**src/rtl/button_long_double_press_detector_top_assert.svh**
```systemverilog
// Assertion macros for the button long/double press detector.
`ifndef BUTTON_LONG_DOUBLE_PRESS_DETECTOR_TOP_ASSERT_SVH
`define BUTTON_LONG_DOUBLE_PRESS_DETECTOR_TOP_ASSERT_SVH

// Clocked check, disabled during reset.
`define BLDPD_ASSERT(label, prop, msg) \
    label: assert property (@(posedge aclk) disable iff (!aresetn) (prop)) else $error(msg);

// Clocked implication check, disabled during reset.
`define BLDPD_ASSERT_IMPL(label, pre, post, msg) \
    label: assert property (@(posedge aclk) disable iff (!aresetn) (pre) |-> (post)) \
        else $error(msg);

`endif

```
**src/rtl/bldpd_pkg.sv**
```systemverilog
// Types and constants of the button long/double press detector.
package bldpd_pkg;

    localparam int unsigned TIME_W  = 32;
    localparam int unsigned CFG_W   = 16;
    localparam int unsigned INDEX_W = 2;
    localparam int unsigned COUNT_W = 2;

    localparam logic [INDEX_W-1:0] REG_DEBOUNCE = 2'd0;
    localparam logic [INDEX_W-1:0] REG_WINDOW   = 2'd1;
    localparam logic [INDEX_W-1:0] REG_LONG     = 2'd2;

    localparam logic [CFG_W-1:0] DEBOUNCE_RESET = 16'd50;
    localparam logic [CFG_W-1:0] WINDOW_RESET   = 16'd500;
    localparam logic [CFG_W-1:0] LONG_RESET     = 16'd5000;

    localparam logic [COUNT_W-1:0] COUNT_LIMIT = 2'd2;

    typedef struct packed {
        logic [TIME_W-1:0] time_ms;
        logic              button_level;
    } bldpd_in_t;

    typedef struct packed {
        logic hard_reset_request;
        logic soft_reset_request;
    } bldpd_out_t;

endpackage

```
**src/rtl/button_long_double_press_detector_top.sv**
```systemverilog
// Top level of the button long/double press detector.
//
// Input channel (s_valid, s_ready, s_data): one button edge item with a
// wrapping millisecond timestamp and the sampled level (0 = pressed).
// Result channel (m_valid, m_ready, m_data): one item per input item with
// hard_reset_request (double press) and soft_reset_request (long press end).
// Config port: cfg_we writes cfg_wdata into the register cfg_addr selects
// (0 debounce, 1 double press window, 2 long press); other indexes are ignored.
// An item is captured in the input register, evaluated combinationally
// against the press state and placed in the result register, which drives
// m_valid; throughput one item per cycle while m_ready is high. Both
// registers hold while m_ready is low; s_ready drops once both are full
// and m_ready is low. The press state updates as an item moves into
// the result register, so the next item sees it at once.
// Reset (aresetn low, synchronous) empties both stages, clears the press
// state and timestamps to zero and loads the register defaults 50/500/5000.
module button_long_double_press_detector_top (
    input  logic                              aclk,
    input  logic                              aresetn,
    input  logic                              s_valid,
    output logic                              s_ready,
    input  bldpd_pkg::bldpd_in_t              s_data,
    output logic                              m_valid,
    input  logic                              m_ready,
    output bldpd_pkg::bldpd_out_t             m_data,
    input  logic                              cfg_we,
    input  logic [bldpd_pkg::INDEX_W-1:0]     cfg_addr,
    input  logic [bldpd_pkg::CFG_W-1:0]       cfg_wdata
);
    import bldpd_pkg::*;

    logic [CFG_W-1:0]   debounce_reg;
    logic [CFG_W-1:0]   window_reg;
    logic [CFG_W-1:0]   long_reg;

    logic               in_valid_reg;
    bldpd_in_t          in_data_reg;
    logic               out_valid_reg;
    bldpd_out_t         out_data_reg;

    logic [TIME_W-1:0]  last_accepted_reg;
    logic [TIME_W-1:0]  press_start_reg;
    logic [TIME_W-1:0]  last_press_reg;
    logic [COUNT_W-1:0] press_count_reg;

    logic [TIME_W-1:0]  last_accepted_next;
    logic [TIME_W-1:0]  press_start_next;
    logic [TIME_W-1:0]  last_press_next;
    logic [COUNT_W-1:0] press_count_next;
    bldpd_out_t         out_data_next;

    logic               advance;
    logic               step;
    logic [TIME_W-1:0]  since_accepted;
    logic [TIME_W-1:0]  since_start;
    logic [TIME_W-1:0]  since_press;
    logic               within_window;
    logic [COUNT_W-1:0] count_tmp;

    assign advance = !out_valid_reg || m_ready;
    assign step    = in_valid_reg && advance;
    assign s_ready = !in_valid_reg || advance;
    assign m_valid = out_valid_reg;
    assign m_data  = out_data_reg;

    always_ff @(posedge aclk) begin
        if (!aresetn) begin
            debounce_reg <= DEBOUNCE_RESET;
            window_reg   <= WINDOW_RESET;
            long_reg     <= LONG_RESET;
        end else if (cfg_we) begin
            case (cfg_addr)
                REG_DEBOUNCE: debounce_reg <= cfg_wdata;
                REG_WINDOW:   window_reg   <= cfg_wdata;
                REG_LONG:     long_reg     <= cfg_wdata;
                default:      ;
            endcase
        end
    end

    always_comb begin
        since_accepted = in_data_reg.time_ms - last_accepted_reg;
        since_start    = in_data_reg.time_ms - press_start_reg;
        since_press    = in_data_reg.time_ms - last_press_reg;
        within_window  = since_press <= {{(TIME_W-CFG_W){1'b0}}, window_reg};

        last_accepted_next = last_accepted_reg;
        press_start_next   = press_start_reg;
        last_press_next    = last_press_reg;
        press_count_next   = press_count_reg;
        count_tmp          = press_count_reg;
        out_data_next      = '0;

        if (since_accepted >= {{(TIME_W-CFG_W){1'b0}}, debounce_reg}) begin
            last_accepted_next = in_data_reg.time_ms;
            if (!in_data_reg.button_level) begin
                if (press_count_reg == '0) begin
                    press_start_next = in_data_reg.time_ms;
                    last_press_next  = in_data_reg.time_ms;
                    count_tmp        = COUNT_W'(1);
                end else if (press_count_reg == COUNT_W'(1) && within_window) begin
                    out_data_next.hard_reset_request = 1'b1;
                    count_tmp = '0;
                end else begin
                    count_tmp = press_count_reg + COUNT_W'(1);
                end
            end else begin
                if (since_start >= {{(TIME_W-CFG_W){1'b0}}, long_reg}) begin
                    out_data_next.soft_reset_request = 1'b1;
                    count_tmp = '0;
                end else if (press_count_reg == COUNT_W'(1) && !within_window) begin
                    count_tmp = '0;
                end
            end
            press_count_next = (count_tmp > COUNT_LIMIT) ? '0 : count_tmp;
        end
    end

    always_ff @(posedge aclk) begin
        if (!aresetn) begin
            in_valid_reg      <= 1'b0;
            out_valid_reg     <= 1'b0;
            last_accepted_reg <= '0;
            press_start_reg   <= '0;
            last_press_reg    <= '0;
            press_count_reg   <= '0;
        end else begin
            if (s_valid && s_ready) begin
                in_valid_reg <= 1'b1;
            end else if (step) begin
                in_valid_reg <= 1'b0;
            end
            if (step) begin
                out_valid_reg     <= 1'b1;
                last_accepted_reg <= last_accepted_next;
                press_start_reg   <= press_start_next;
                last_press_reg    <= last_press_next;
                press_count_reg   <= press_count_next;
            end else if (m_ready) begin
                out_valid_reg <= 1'b0;
            end
        end
    end

    always_ff @(posedge aclk) begin
        if (s_valid && s_ready) begin
            in_data_reg <= s_data;
        end
        if (step) begin
            out_data_reg <= out_data_next;
        end
    end

`include "button_long_double_press_detector_top_assert.svh"

    `BLDPD_ASSERT(a_count_in_range, press_count_reg <= COUNT_LIMIT, "press count passed limit")
    `BLDPD_ASSERT(a_not_both, !(m_valid && (&m_data)), "hard and soft request together")
    `BLDPD_ASSERT_IMPL(a_step_fills_out, $past(step), out_valid_reg, "evaluated item lost")
    `BLDPD_ASSERT_IMPL(a_soft_clears_count, $past(step) && m_data.soft_reset_request,
                       press_count_reg == '0, "soft request left count set")
    `BLDPD_ASSERT_IMPL(a_ready_when_empty, !out_valid_reg, s_ready, "input stalled with empty output")

endmodule
```
**config.mk**
```make
export PLATFORM = sky130hd
export DESIGN_NAME = button_long_double_press_detector_top
export DESIGN_NICKNAME = d
export VERILOG_FILES = /design/src/rtl/bldpd_pkg.sv /design/src/rtl/button_long_double_press_detector_top.sv
export VERILOG_INCLUDE_DIRS = /design/src /design/src/rtl
export SDC_FILE = /design/constraint.sdc
export NUM_CORES = 1
export LEC_CHECK = 0
export BUFFER_PORTS_ARGS = -buffer_cell sky130_fd_sc_hd__buf_4
export CAP_MARGIN = 10
export CORE_MARGIN = 1.5
export CORE_UTILIZATION = 56
export DETAILED_ROUTE_END_ITERATION = 16
export PLACE_DENSITY_LB_ADDON = 0.2
export SLEW_MARGIN = 5
export SYNTH_ARGS = -nofsm -noshare
export SYNTH_HDL_FRONTEND = slang
export SYNTH_SLANG_ARGS = --single-unit
```
**constraint.sdc**
```tcl
create_clock -name aclk -period 4.5 [get_ports aclk]
set_input_delay 0.45 -clock aclk [delete_from_list [all_inputs] [get_ports aclk]]
set_output_delay 0.45 -clock aclk [all_outputs]
set_load 0.005 [all_outputs]
```
==> impl_metrics.tcl, run 1 <==
set metrics [dict create \
    gp_congestion 0.932 \
    cts_hold_buf 0 \
    syn_nets 1493 \
    syn_area_per_cell_um2 8.07 \
    synthCells 1325 \
    hold_start "s_data[15]" \
    drt_iter0_markers 717 \
    cts_buffers 17 \
    htree_levels 4 \
    ys_seq_area_share_pct 31.5 \
    p_comb_share_pct 27.8 \
    die_x_um 141 \
    drv_slew 0 \
    grt_pass1_vias 9333 \
    yosysUniqueCellTypes 77 \
    critPathBufInv 5 \
    critical_path_class "reg -> reg" \
    drcViolationCount 0 \
    timing.final.crit_share_pct 107 \
    clock_path_buffers 2 \
    core_um2 18700 \
    endpoint_kind "flip-flop" \
    grt_max_degree 82 \
    grt_pass1_wl_mm 47.4 \
    n_antenna_cell 0 \
    p_int_uw 2690 \
    die-area_um2 19900 \
    p_leak_uw 0.00506 \
    setup-violations-final 68 \
    grt_usage_pct 30.3 \
    num_rows 50 \
    crit_family "simple AND/OR/NAND/NOR gates" \
    outcome "finished with violations" \
    reg2reg_from "in_data_reg[1]" \
    synth_simple_gate_area_share_pct 19.8 \
    fin_crit_ns 4.82 \
    synth-compound-area-share_pct 18.7 \
    ir_worst_vdd_v 0.000255 \
    final_common_cell "nand2_1" \
    cp_slowest_cell "or4_1" \
    yosys_warnings 0 \
    io_pins 60 \
    fmax_mhz 207 \
    synth_top_family_by_area "simple AND/OR/NAND/NOR gates" \
    fillers 1559 \
    area_growth_pct 16.7 \
    final_nets 1581 \
    antenna_found_initial 0 \
    clockRootBuffer "clkbuf_16" \
    tightest_slew_ns 0.984 \
    whs_ns 0.188 \
    ys.flop_type "dfxtp_1" \
    min_delay_worst_endpoint "in_data_reg[15]" \
    hold_class "in -> reg" \
    drt_pass1_iterations 6 \
    path_cells "inv_2 -> ha_4 -> inv_2 -> fa_2 -> a21o_1 -> a211o_1 -> a22oi_2 -> nor2b_2 -> xnor2_1 -> ha_1 -> o2111ai_2 -> buf_4 -> or4_1 -> o2111ai_2 -> nor4_2 -> nand4_1 -> nor4_4 -> nand4_4 -> nand2_4 -> buf_4 -> buf_4 -> or4_1 -> a31oi_1" \
    stdcell_area_um2 12500 \
    hold_depth 1 \
    cp_max_fo 4 \
    cts.clk_slew.worst_paths_ns 0.08 \
    slew_headroom_pct 34.1 \
    die_height_um 141 \
    reg2reg_depth 23 \
    mostFrequentLayoutCells "231 x nand2_1, 123 x a21oi_1, 118 x inv_1" \
    cts_sinks 151 \
    dp_hpwl_mm 22.4 \
    synth_edf_count 35 \
    worstPathRequired_ns 4.84 \
    overflow 0 \
    fin_setup_tns_ns -12.02 \
    failed_checks "setup timing" \
    yosys.area_share.adder_pct 13.2 \
    r2r_end "press_count_reg[0]" \
    r2r_slack_ns -0.32 \
    synth_mux_area_share_pct 6.61 \
    drive_gt1_share_pct 14.2 \
    switching_share_pct 33.8 \
    worst_slack_ns -0.320 \
    routedWlPerCell_um 18.3 \
    cp.arrival_ns 5.16 \
    grt_setup_unrepaired "true" \
    synth_async_sr_flop_share_pct 0 \
    p_seq_share_pct 36.9 \
    detail-route-antenna-nets 0 \
    start_util_pct 57.2 \
    clkPwrFrac_pct 35.4 \
    slowest_delay_ns 0.55 \
    clk_latency_ns 0.43 \
    synth-xor-area-share_pct 3.19 \
    path_common_cell "buf_4" \
    cts_tree "done" \
    synth_seq_cells 151 \
    vias_per_cell 6.02 \
    wirelength_mm 30.4 \
    largest_reg_flops 33 \
    max-cap-violations 0 \
    hold_violations 0 \
    portBuffers 59 \
    vias 9996 \
    cp-start-kind "flip-flop" \
    placed_area_um2 11600 \
    power_switching_uw 1380 \
    power.density_nw_per_um2 326 \
    skew_ns 0.0125 \
    synth_area_um2 10700 \
    post-route-util_pct 66.7 \
]
## layout make-up
class	count	area, µm²	share of cell area [%]
clock buffers	18	450	3.61
flip-flops and latches	151	3370	27.0
well taps	234	293	2.35
inverters	121	454	3.64
clock inverters	14	128	1.02
repair buffers	126	1100	8.82
multi-input cells	996	6680	53.5
## metal layers
| layer | wire length (µm) | track usage [%] | up-vias |
|---|---|---|---|
| met3 | 2140 | 6.05 | 64 |
| met5 | 0 | 0 | - |
| met1 | 13600 | 41.2 | 4736 |
| li1 | - | - | 4835 |
| met2 | 14000 | 48.0 | 361 |
| met4 | 778 | 10.7 | 0 |
## power by group through the flow
stage | registers [µW] | clock network [µW] | logic (µW)
after floorplan | 1510 | 0 | 745
after global placement | 1530 | 0 | 1030
after detailed placement | 1530 | 0 | 1050
after CTS | 1500 | 1440 | 1080
after global routing | 1510 | 1490 | 1240
final | 1500 | 1440 | 1130
## worst max-delay path by stage
stage / from / end / cells past startpoint
floorplan: in_data_reg[1] / last_accepted_reg[10] / 22
global placement: in_data_reg[1] / last_press_reg[24] / 22
detailed placement: in_data_reg[1] / last_accepted_reg[27] / 22
CTS: in_data_reg[1] / last_press_reg[20] / 23
global route: in_data_reg[1] / last_accepted_reg[12] / 23
finish: in_data_reg[1] / press_count_reg[0] / 23
## cells by family (layout without fill, tap and decap cells)
kind of cell / Yosys count / count (layout)
AND/OR/NAND/NOR: 460 / 460
AO/OA/AOI/OAI: 315 / 315
buffers and inverters: 178 / 279
flip-flops: 151 / 151
adder cells (fa/ha/maj): 112 / 112
multiplexers: 70 / 70
XOR/XNOR: 39 / 39
## synthesized netlist by cell type (all sizes together) (4+ instances only)
library cell / count / share of area [%]
a2111oi: 4 / 0.56
a211oi: 11 / 0.77
a21boi: 4 / 0.28
a21o: 17 / 1.2
a21oi: 130 / 6.3
a31oi: 10 / 0.58
and3: 8 / 0.47
buf: 26 / 1.6
clkbuf: 31 / 1.1
dfxtp: 116 / 22
edfxtp: 35 / 9.8
ha: 110 / 13
inv: 120 / 4.2
mux2: 5 / 0.53
mux2i: 65 / 6.1
nand2: 232 / 8.2
nand2b: 11 / 0.64
nand3: 17 / 0.80
nand3b: 6 / 0.42
nand4: 30 / 1.9
nor2: 89 / 3.1
nor2b: 12 / 0.70
nor3: 18 / 0.89
nor4: 9 / 0.73
o2111ai: 6 / 0.49
o211ai: 21 / 1.5
o21a: 17 / 1.2
o21ai: 51 / 2.4
o21bai: 6 / 0.42
o22ai: 8 / 0.47
or3: 6 / 0.35
or4: 4 / 0.28
xnor2: 21 / 1.7
xor2: 18 / 1.5
## timing repair
| action | in CTS | in global routing |
|---|---|---|
| endpoints found under the setup margin | 68 | 68 |
| buffers inserted | 10 | 10 |
| cloned | 3 | 1 |
| pin swaps | 13 | 6 |
| gates resized for setup | 16 | 13 |
## stage by stage
step                      worst slack (ns)  std cells  total power (µW)
after global routing                -0.466       1660              4240
after CTS                          -0.0562       1655              4020
after floorplan                     0.0256       1325              2260
after detailed placement            -0.243       1610              2570
after global placement              -0.113       1610              2560
final                               -0.320       1660              4070
Power figures use the tool's default switching activity.
==> inputs of run 2 (changes only) <==
CORE_MARGIN = 2   (was 1.5)
SKIP_CTS_REPAIR_TIMING = 1   (was not set)
==> impl_metrics.tcl, run 2 (synthesis results as in run 1) <==
set metrics [dict create \
    outcome "finished with violations" \
    failed_checks "setup timing" \
    cts_sinks 151 \
    antenna_found_initial 0 \
    cts_buffers 17 \
    drv_slew 0 \
    hold_class "in -> reg" \
    die_x_um 142 \
    clock_path_buffers 2 \
    routedWlPerCell_um 18.1 \
    placed_area_um2 11600 \
    die-area_um2 20200 \
    worstPathRequired_ns 4.79 \
    clk_latency_ns 0.43 \
    vias 9835 \
    power_switching_uw 1380 \
    area_growth_pct 16.7 \
    p_leak_uw 0.00502 \
    htree_levels 4 \
    start_util_pct 57.2 \
    gp_congestion 0.952 \
    drcViolationCount 0 \
    endpoint_kind "flip-flop" \
    critical_path_class "reg -> reg" \
    power_uw 4080 \
    p_seq_share_pct 36.7 \
    worst_slack_ns -0.284 \
    core_um2 18700 \
    cts_tree "done" \
    dp_cells 1610 \
    io_pins 60 \
    layoutNonFillerInstCount 1652 \
    final_common_cell "nand2_1" \
    tightest_slew_ns 1.18 \
    wl_met2_mm 13.4 \
    switching_share_pct 33.9 \
    slew_headroom_pct 21.3 \
    p_comb_share_pct 28.0 \
    final_nets 1573 \
    clkPwrFrac_pct 35.2 \
    wl_met1_mm 13.8 \
    fillers 1536 \
    hold_violations 0 \
    cts.clk_slew.worst_paths_ns 0.07 \
    max-cap-violations 0 \
    cp.arrival_ns 5.08 \
    ir_worst_vdd_v 0.000292 \
    hold_depth 1 \
    n_antenna_cell 0 \
    grt_usage_pct 29.2 \
    post-place-ws_ns -0.285 \
    drt_iter0_markers 808 \
    drt_pass1_iterations 6 \
    timing.final.crit_share_pct 106 \
    wl_met3_mm 1.91 \
    drive_gt1_share_pct 14.5 \
    dp_hpwl_mm 22.3 \
    mostFrequentLayoutCells "230 x nand2_1, 120 x a21oi_1, 118 x inv_1" \
    die_height_um 142 \
    wirelength_mm 29.8 \
    cp_max_fo 14 \
    routed.top_layer "met4" \
    seq_area_um2 3370 \
    cp-start-kind "flip-flop" \
    stdcell_area_um2 12500 \
    reg2reg_depth 22 \
    grt_pass1_wl_mm 46.5 \
    clockRootBuffer "clkbuf_16" \
    grt_max_degree 82 \
    setup-violations-final 68 \
    power.density_nw_per_um2 327 \
    portBuffers 59 \
    whs_ns 0.190 \
    r2r_slack_ns -0.28 \
    skew_ns 0.00668 \
    num_rows 50 \
    overflow 0 \
    detail-route-antenna-nets 0 \
    fmax_mhz 209 \
    fin_crit_ns 4.78 \
    vias_per_cell 5.95 \
    multi_input_area_um2 6790 \
    largest_reg_flops 33 \
    grt_pass1_vias 9137 \
    p_int_uw 2700 \
    grt_setup_unrepaired "true" \
]
run 2: worst max-delay path: stages, from the launching register on:
cell and delay [ns]:
edfxtp_1 0.41, inv_2 0.11, ha_4 0.14, inv_2 0.05
fa_2 0.35, a21o_1 0.21, a211o_1 0.31, nand4_1 0.11
nand3_1 0.09, xor2_1 0.16, ha_1 0.31, o2111ai_4 0.23
nor2_2 0.08, a2111oi_4 0.41, o2111ai_4 0.15, nor4_2 0.16
nand4_1 0.17, nor4_4 0.29, nand4_4 0.19, nand2_8 0.18
buf_12 0.18, mux2i_1 0.28, nor2_1 0.08
run 2: power groups by stage:
| stage | clock network (µW) | registers [µW] | logic, µW |
|---|---|---|---|
| 2_1_floorplan | 0 | 1510 | 745 |
| 3_3_place_gp | 0 | 1530 | 1040 |
| 3_5_place_dp | 0 | 1530 | 1050 |
| 4_1_cts | 1440 | 1500 | 1060 |
| 5_1_grt | 1490 | 1500 | 1260 |
| 6_report | 1440 | 1500 | 1140 |
run 2: path summary, 6_finish.rpt:
| kind | start | end |
|---|---|---|
| worst max register to register | in_data_reg[1] | last_accepted_reg[9] |
| worst max-delay path | in_data_reg[1] | last_accepted_reg[9] |
| worst min register to register | long_reg[2] | long_reg[2] |
| worst min-delay path | s_data[15] | in_data_reg[15] |
run 2: area by class of cell:
cell class                      count  share of cell area (%)
Inverter                          121                    3.64
Sequential cell                   151                    27.0
Tap cell                          234                    2.35
Timing Repair Buffer              118                    7.94
Multi-Input combinational cell    996                    54.4
Clock inverter                     14                    1.01
Clock buffer                       18                    3.61
run 2: per-layer routing:
| metal | global-route usage (%) | up-vias |
|---|---|---|
| met5 | 0 | - |
| met4 | 8.58 | 0 |
| met3 | 4.24 | 50 |
| met2 | 45.5 | 303 |
| met1 | 42.0 | 4666 |
| li1 | - | 4816 |
run 2: metrics by stage:
stage / utilization, % / TNS, ns
5_1_grt: 66.7 / -26.84
2_1_floorplan: - / 0
6_report: 66.7 / -10.32
4_1_cts: 65.0 / -16.92
3_5_place_dp: 61.9 / -14.06
3_3_place_gp: 61.9 / -3.99
